[src/swcd_pkg.sv]
`timescale 1ns / 1ps
// swcd_pkg: shared widths, constants and types of the status word change detector
// no dependencies

package swcd_pkg;

  localparam int unsigned WORD_W      = 16;
  localparam int unsigned POINT_W     = 8;
  localparam int unsigned PAIR_W      = 7;
  localparam int unsigned SLOT_OUT_W  = 8;

  localparam int unsigned STORE_WORDS = 256;
  localparam int unsigned ADDR_W      = $clog2(STORE_WORDS);
  localparam int unsigned RING_SLOTS  = 256;
  localparam int unsigned SLOT_W      = $clog2(RING_SLOTS);

  typedef struct packed {
    logic [POINT_W-1:0] point_word;
    logic [WORD_W-1:0]  new_word;
    logic               last_in_burst;
  } item_t;

  typedef struct packed {
    logic [PAIR_W-1:0]     pair_offset;
    logic [WORD_W-1:0]     even_word;
    logic [WORD_W-1:0]     odd_word;
    logic [WORD_W-1:0]     even_change;
    logic [WORD_W-1:0]     odd_change;
    logic [SLOT_OUT_W-1:0] record_slot;
  } rec_t;

  typedef struct packed {
    logic              en;
    logic [ADDR_W-1:0] addr;
  } rd_req_t;

  typedef struct packed {
    logic              en;
    logic [ADDR_W-1:0] addr;
    logic [WORD_W-1:0] data;
  } wr_req_t;

endpackage

[src/swcd_pair.sv]
`timescale 1ns / 1ps
// swcd_pair: change masks, even/odd pairing with pending even word, slot counter
// depends on swcd_pkg

module swcd_pair (
  input  logic                         clk_i,
  input  logic                         rst_ni,
  input  logic                         fire_i,
  input  logic                         report_i,
  input  swcd_pkg::item_t              item_i,
  input  logic [swcd_pkg::WORD_W-1:0]  old_word_i,
  input  logic [swcd_pkg::WORD_W-1:0]  partner_word_i,
  output logic                         emit_o,
  output swcd_pkg::rec_t               rec_o
);

  logic                          pend_vld_q, pend_vld_d;
  logic [swcd_pkg::WORD_W-1:0]   pend_chg_q, pend_chg_d;
  logic [swcd_pkg::PAIR_W-1:0]   pend_pair_q, pend_pair_d;
  logic [swcd_pkg::SLOT_W-1:0]   slot_q, slot_d;

  logic [swcd_pkg::WORD_W-1:0]   chg, evc;
  logic [swcd_pkg::PAIR_W-1:0]   pair;

  assign chg  = item_i.new_word ^ old_word_i;
  assign pair = item_i.point_word[swcd_pkg::POINT_W-1:1];

  always_comb begin
    pend_vld_d  = 1'b0;
    pend_chg_d  = '0;
    pend_pair_d = pend_pair_q;
    emit_o      = 1'b0;
    evc         = (pend_vld_q && (pend_pair_q == pair)) ? pend_chg_q : '0;

    rec_o.pair_offset = pair;
    rec_o.record_slot = swcd_pkg::SLOT_OUT_W'(slot_q);
    if (item_i.point_word[0]) begin
      rec_o.even_word   = partner_word_i;
      rec_o.odd_word    = item_i.new_word;
      rec_o.even_change = evc;
      rec_o.odd_change  = chg;
    end else begin
      rec_o.even_word   = item_i.new_word;
      rec_o.odd_word    = partner_word_i;
      rec_o.even_change = chg;
      rec_o.odd_change  = '0;
    end

    if (report_i) begin
      if (item_i.point_word[0]) begin
        emit_o = ((evc | chg) != '0);
      end else if (!item_i.last_in_burst) begin
        // hold the even word until its odd partner turns up
        pend_vld_d  = 1'b1;
        pend_chg_d  = chg;
        pend_pair_d = pair;
      end else begin
        emit_o = (chg != '0);
      end
    end

    if (emit_o) begin
      slot_d = (slot_q == swcd_pkg::SLOT_W'(swcd_pkg::RING_SLOTS - 1)) ? '0 :
               slot_q + swcd_pkg::SLOT_W'(1);
    end else begin
      slot_d = slot_q;
    end
  end

  always_ff @(posedge clk_i or negedge rst_ni) begin
    if (!rst_ni) begin
      pend_vld_q  <= 1'b0;
      pend_chg_q  <= '0;
      pend_pair_q <= '0;
      slot_q      <= '0;
    end else if (fire_i) begin
      pend_vld_q  <= pend_vld_d;
      pend_chg_q  <= pend_chg_d;
      pend_pair_q <= pend_pair_d;
      slot_q      <= slot_d;
    end
  end

endmodule

[config.mk]
export PLATFORM = sky130hd
export DESIGN_NAME = swcd_pair
export DESIGN_NICKNAME = d
export VERILOG_FILES = /design/src/swcd_pkg.sv /design/src/swcd_pair.sv
export SDC_FILE = /design/constraint.sdc
export NUM_CORES = 1
export LEC_CHECK = 0
export ABC_AREA = 1
export BUFFER_PORTS_ARGS = -buffer_cell sky130_fd_sc_hd__buf_2
export CORE_MARGIN = 2
export CORE_UTILIZATION = 40
export CTS_BUF_LIST = sky130_fd_sc_hd__clkbuf_8
export CTS_CLUSTER_SIZE = 24
export DETAILED_ROUTE_END_ITERATION = 7
export PLACE_DENSITY = 0.82
export SLEW_MARGIN = 20
export SYNTH_ARGS = -nofsm -noshare
export SYNTH_HDL_FRONTEND = slang
export SYNTH_SLANG_ARGS = --single-unit
[constraint.sdc]
create_clock -name clk_i -period 1.4 [get_ports clk_i]
set_input_delay 0.14 -clock clk_i [delete_from_list [all_inputs] [get_ports clk_i]]
set_output_delay 0.14 -clock clk_i [all_outputs]
set_load 0.005 [all_outputs]
==> impl_metrics.ini <==
[floorplanning]
die_w_um = 83.9
die_h_um = 83.9
io_pins = 141
core-area_mm2 = 0.00628
die_area_mm2 = 0.00704
start_util = 0.407
row_count = 29

[grt]
grt_pass1_vias = 3103
grt_pass1_wl_um = 13500
antenna_found_initial = 0
grt_max_degree = 50
track_usage = 0.234
overflow = 0

[critical_path]
arrival_ps = 1830
cp-start-kind = flip-flop
endpoint_kind = output port
critPathKind = reg2out
cpPeakStageDelay_ps = 390
r2r_cells = 15
path_cells = inv_2 -> nand2_2 -> nand2_1 -> nor2_1 -> nand2_1 -> nor2_4 -> buf_6 -> buf_6 -> buf_6 -> nand3_2 -> o21ai_2 -> buf_2
cpMaxStageDelayCell = dfrtp_1
cp_max_fo = 5
path_common_cell = buf_6
cp.required_ps = 1260
r2r-start = pend_pair_q[0]
r2r_slack_ps = -440
r2r_end = slot_q[0]

[detailed_routing]
drc = 0
drtPass1Iterations = 4
avgViaCountPerCell = 4.90
vias = 3214
routed_wirelength_um = 8380
drtIter0Drc = 133
postRouteAntennaNets = 0
wire_per_inst_um = 12.8

[sta]
finalSetupViolations = 25
timing.slew.headroom = 0.720
fin_worst_skew_ps = 11.3
slew_viol_final = 0
hold_viol = 0
max_clock_freq_mhz = 507
setup_ws_ps = -571
finalCritPeriodShare = 1.41
whs_ps = 116
worstMarginPinSlew_ps = 419
rsz0062_at_grt = yes
min_period_ps = 1970

[logic_synthesis]
synth.most_common_cell = nand2_1
synth_cells = 397
synth_top_cell_area_share = 0.314
synth-edff-count = 0
async_reset_ff_frac = 1.00
syn_avg_cell_area_um2 = 6.43
ys_types = 29
synth_warnings = 0
synth_area_leaders = dfrtp_1, nand2_1, o21ai_0, inv_1, nor2_1
ys_ff_latch = 32
ys_seq_area_frac = 0.314
synth_top_area_cell = dfrtp_1
syn-num-nets = 459
synth_area_mm2 = 0.00255
synth_common_cells = nand2_1, o21ai_0, inv_1
ys.flop_type = dfrtp_1

[final_layout]
n_antenna_cell = 0
area_growth_pct = 53.7
layout.nets = 641
fin_util = 0.625
drive_gt1_frac = 0.418
fill_cells = 553
multi_input_area_mm2 = 0.00149
layout.area.seq_um2 = 801

[placed_design]
io_buffers = 140
gp_congestion = 0.825
dp_hpwl_um = 6470
pre_cts_ws_ps = -345

[power]
ir_worst_vdd_mv = 0.524
cellPowerDensity_mw_per_mm2 = 785
leakagePower_uw = 0.00218

[clocking]
tritoncts = built
cts.sink_count = 32
clk_pin_slew_worst_paths_ps = 70
worstSkewPairLatency_ps = 290
cts-htree-levels = 2
clock_path_buffers = 2
cts_root_buf = clkbuf_8
cts_buffers = 5

[run_status]
status = finished, violations left
violations = setup timing

[hold_path]
min_from = item_i[24]
hold_class = in2reg
holdPathEnd = pend_pair_q[6]
whs_path_depth = 3

[flow_run]
drv_cap = 0
-- cells in the final DEF, fill, tap and decap left out, types with 3 or more instances in the layout --
cell type and n:
buf_2 139, nand2_1 107, inv_1 57, buf_4 51, o21ai_0 49, nor2_1 32
dfrtp_1 32, o22ai_1 16, nand3_1 12, nand2_2 9, nand4_1 9, xnor2_1 8
o21ai_2 8, buf_6 8, clkbuf_8 7, o21ai_1 5, nand3_2 5, xor2_1 5
nor2_4 3
-- cells by family after synthesis --
logic type / synth area share
AO/OA/AOI/OAI: 0.177
XOR/XNOR: 0.0574
adder cells (fa/ha/maj): 0.00490
buffers and inverters: 0.140
flip-flops: 0.314
AND/OR/NAND/NOR: 0.307
-- worst max-delay path, delay by kind of cell, from the launching register on --
kind | cells | cell delay, ps
compound gates | 1 | 80
simple gates | 6 | 520
flops | 1 | 390
buf+inv | 5 | 550
-- state kept, by name (all words and copies together), names as in the netlist --
signal,count
pend_chg_q,16
pend_pair_q,7
pend_vld_q,1
slot_q,8
-- power breakdown --
part	leakage, µW	internal [µW]	switching, µW
registers	0.000425	1040	82.9
logic	0.00171	575	599
clock network	0.0000503	438	345
total	0.00218	2050	1030
-- repair_timing --
action,4_1_cts,5_1_grt
pin swaps,10,5
gates resized for setup,36,11
endpoints found under the hold margin,32,0
buffers inserted,5,2
endpoints found under the setup margin,25,25
hold buffers,1,0
-- through the flow --
step                      setup TNS, ps  instances  total power (µW)  instance area [µm²]
after floorplan                    -938        397              1630                 2560
after global placement            -3430        642              2220                 3650
after detailed placement          -5110        642              2250                 3650
after CTS                        -12000        655              3060                 3890
after global routing             -15850        656              3270                 3920
final                            -12460        656              3080                 3920
-- cell type report --
cell class              count  share of cell area
repair buffers            201               0.311
multi-input cells         280               0.380
inverters                  59              0.0565
well taps                  77              0.0246
clock buffers               7              0.0246
flip-flops and latches     32               0.204
-- worst max-delay path by stage --
stage          slack [ps]            from  depth (start not counted)        end
6_report             -570  pend_pair_q[0]                         12  rec_o[27]
5_1_grt              -700  pend_pair_q[0]                         12  rec_o[36]
4_1_cts              -530  pend_pair_q[3]                         12  rec_o[26]
3_5_place_dp         -350  pend_pair_q[4]                         12     emit_o
3_3_place_gp         -240  pend_pair_q[1]                         11     emit_o
2_1_floorplan        -120  pend_pair_q[0]                         12     emit_o
-- metal layers --
| metal | vias to the layer above | GRT usage | routed length, µm |
|---|---|---|---|
| li1 | 1620 | - | - |
| met1 | 1435 | 0.267 | 3270 |
| met2 | 132 | 0.404 | 4130 |
| met3 | 27 | 0.0633 | 686 |
| met4 | 0 | 0.113 | 294 |
| met5 | - | 0 | 0 |
Power figures use the tool's default switching activity.
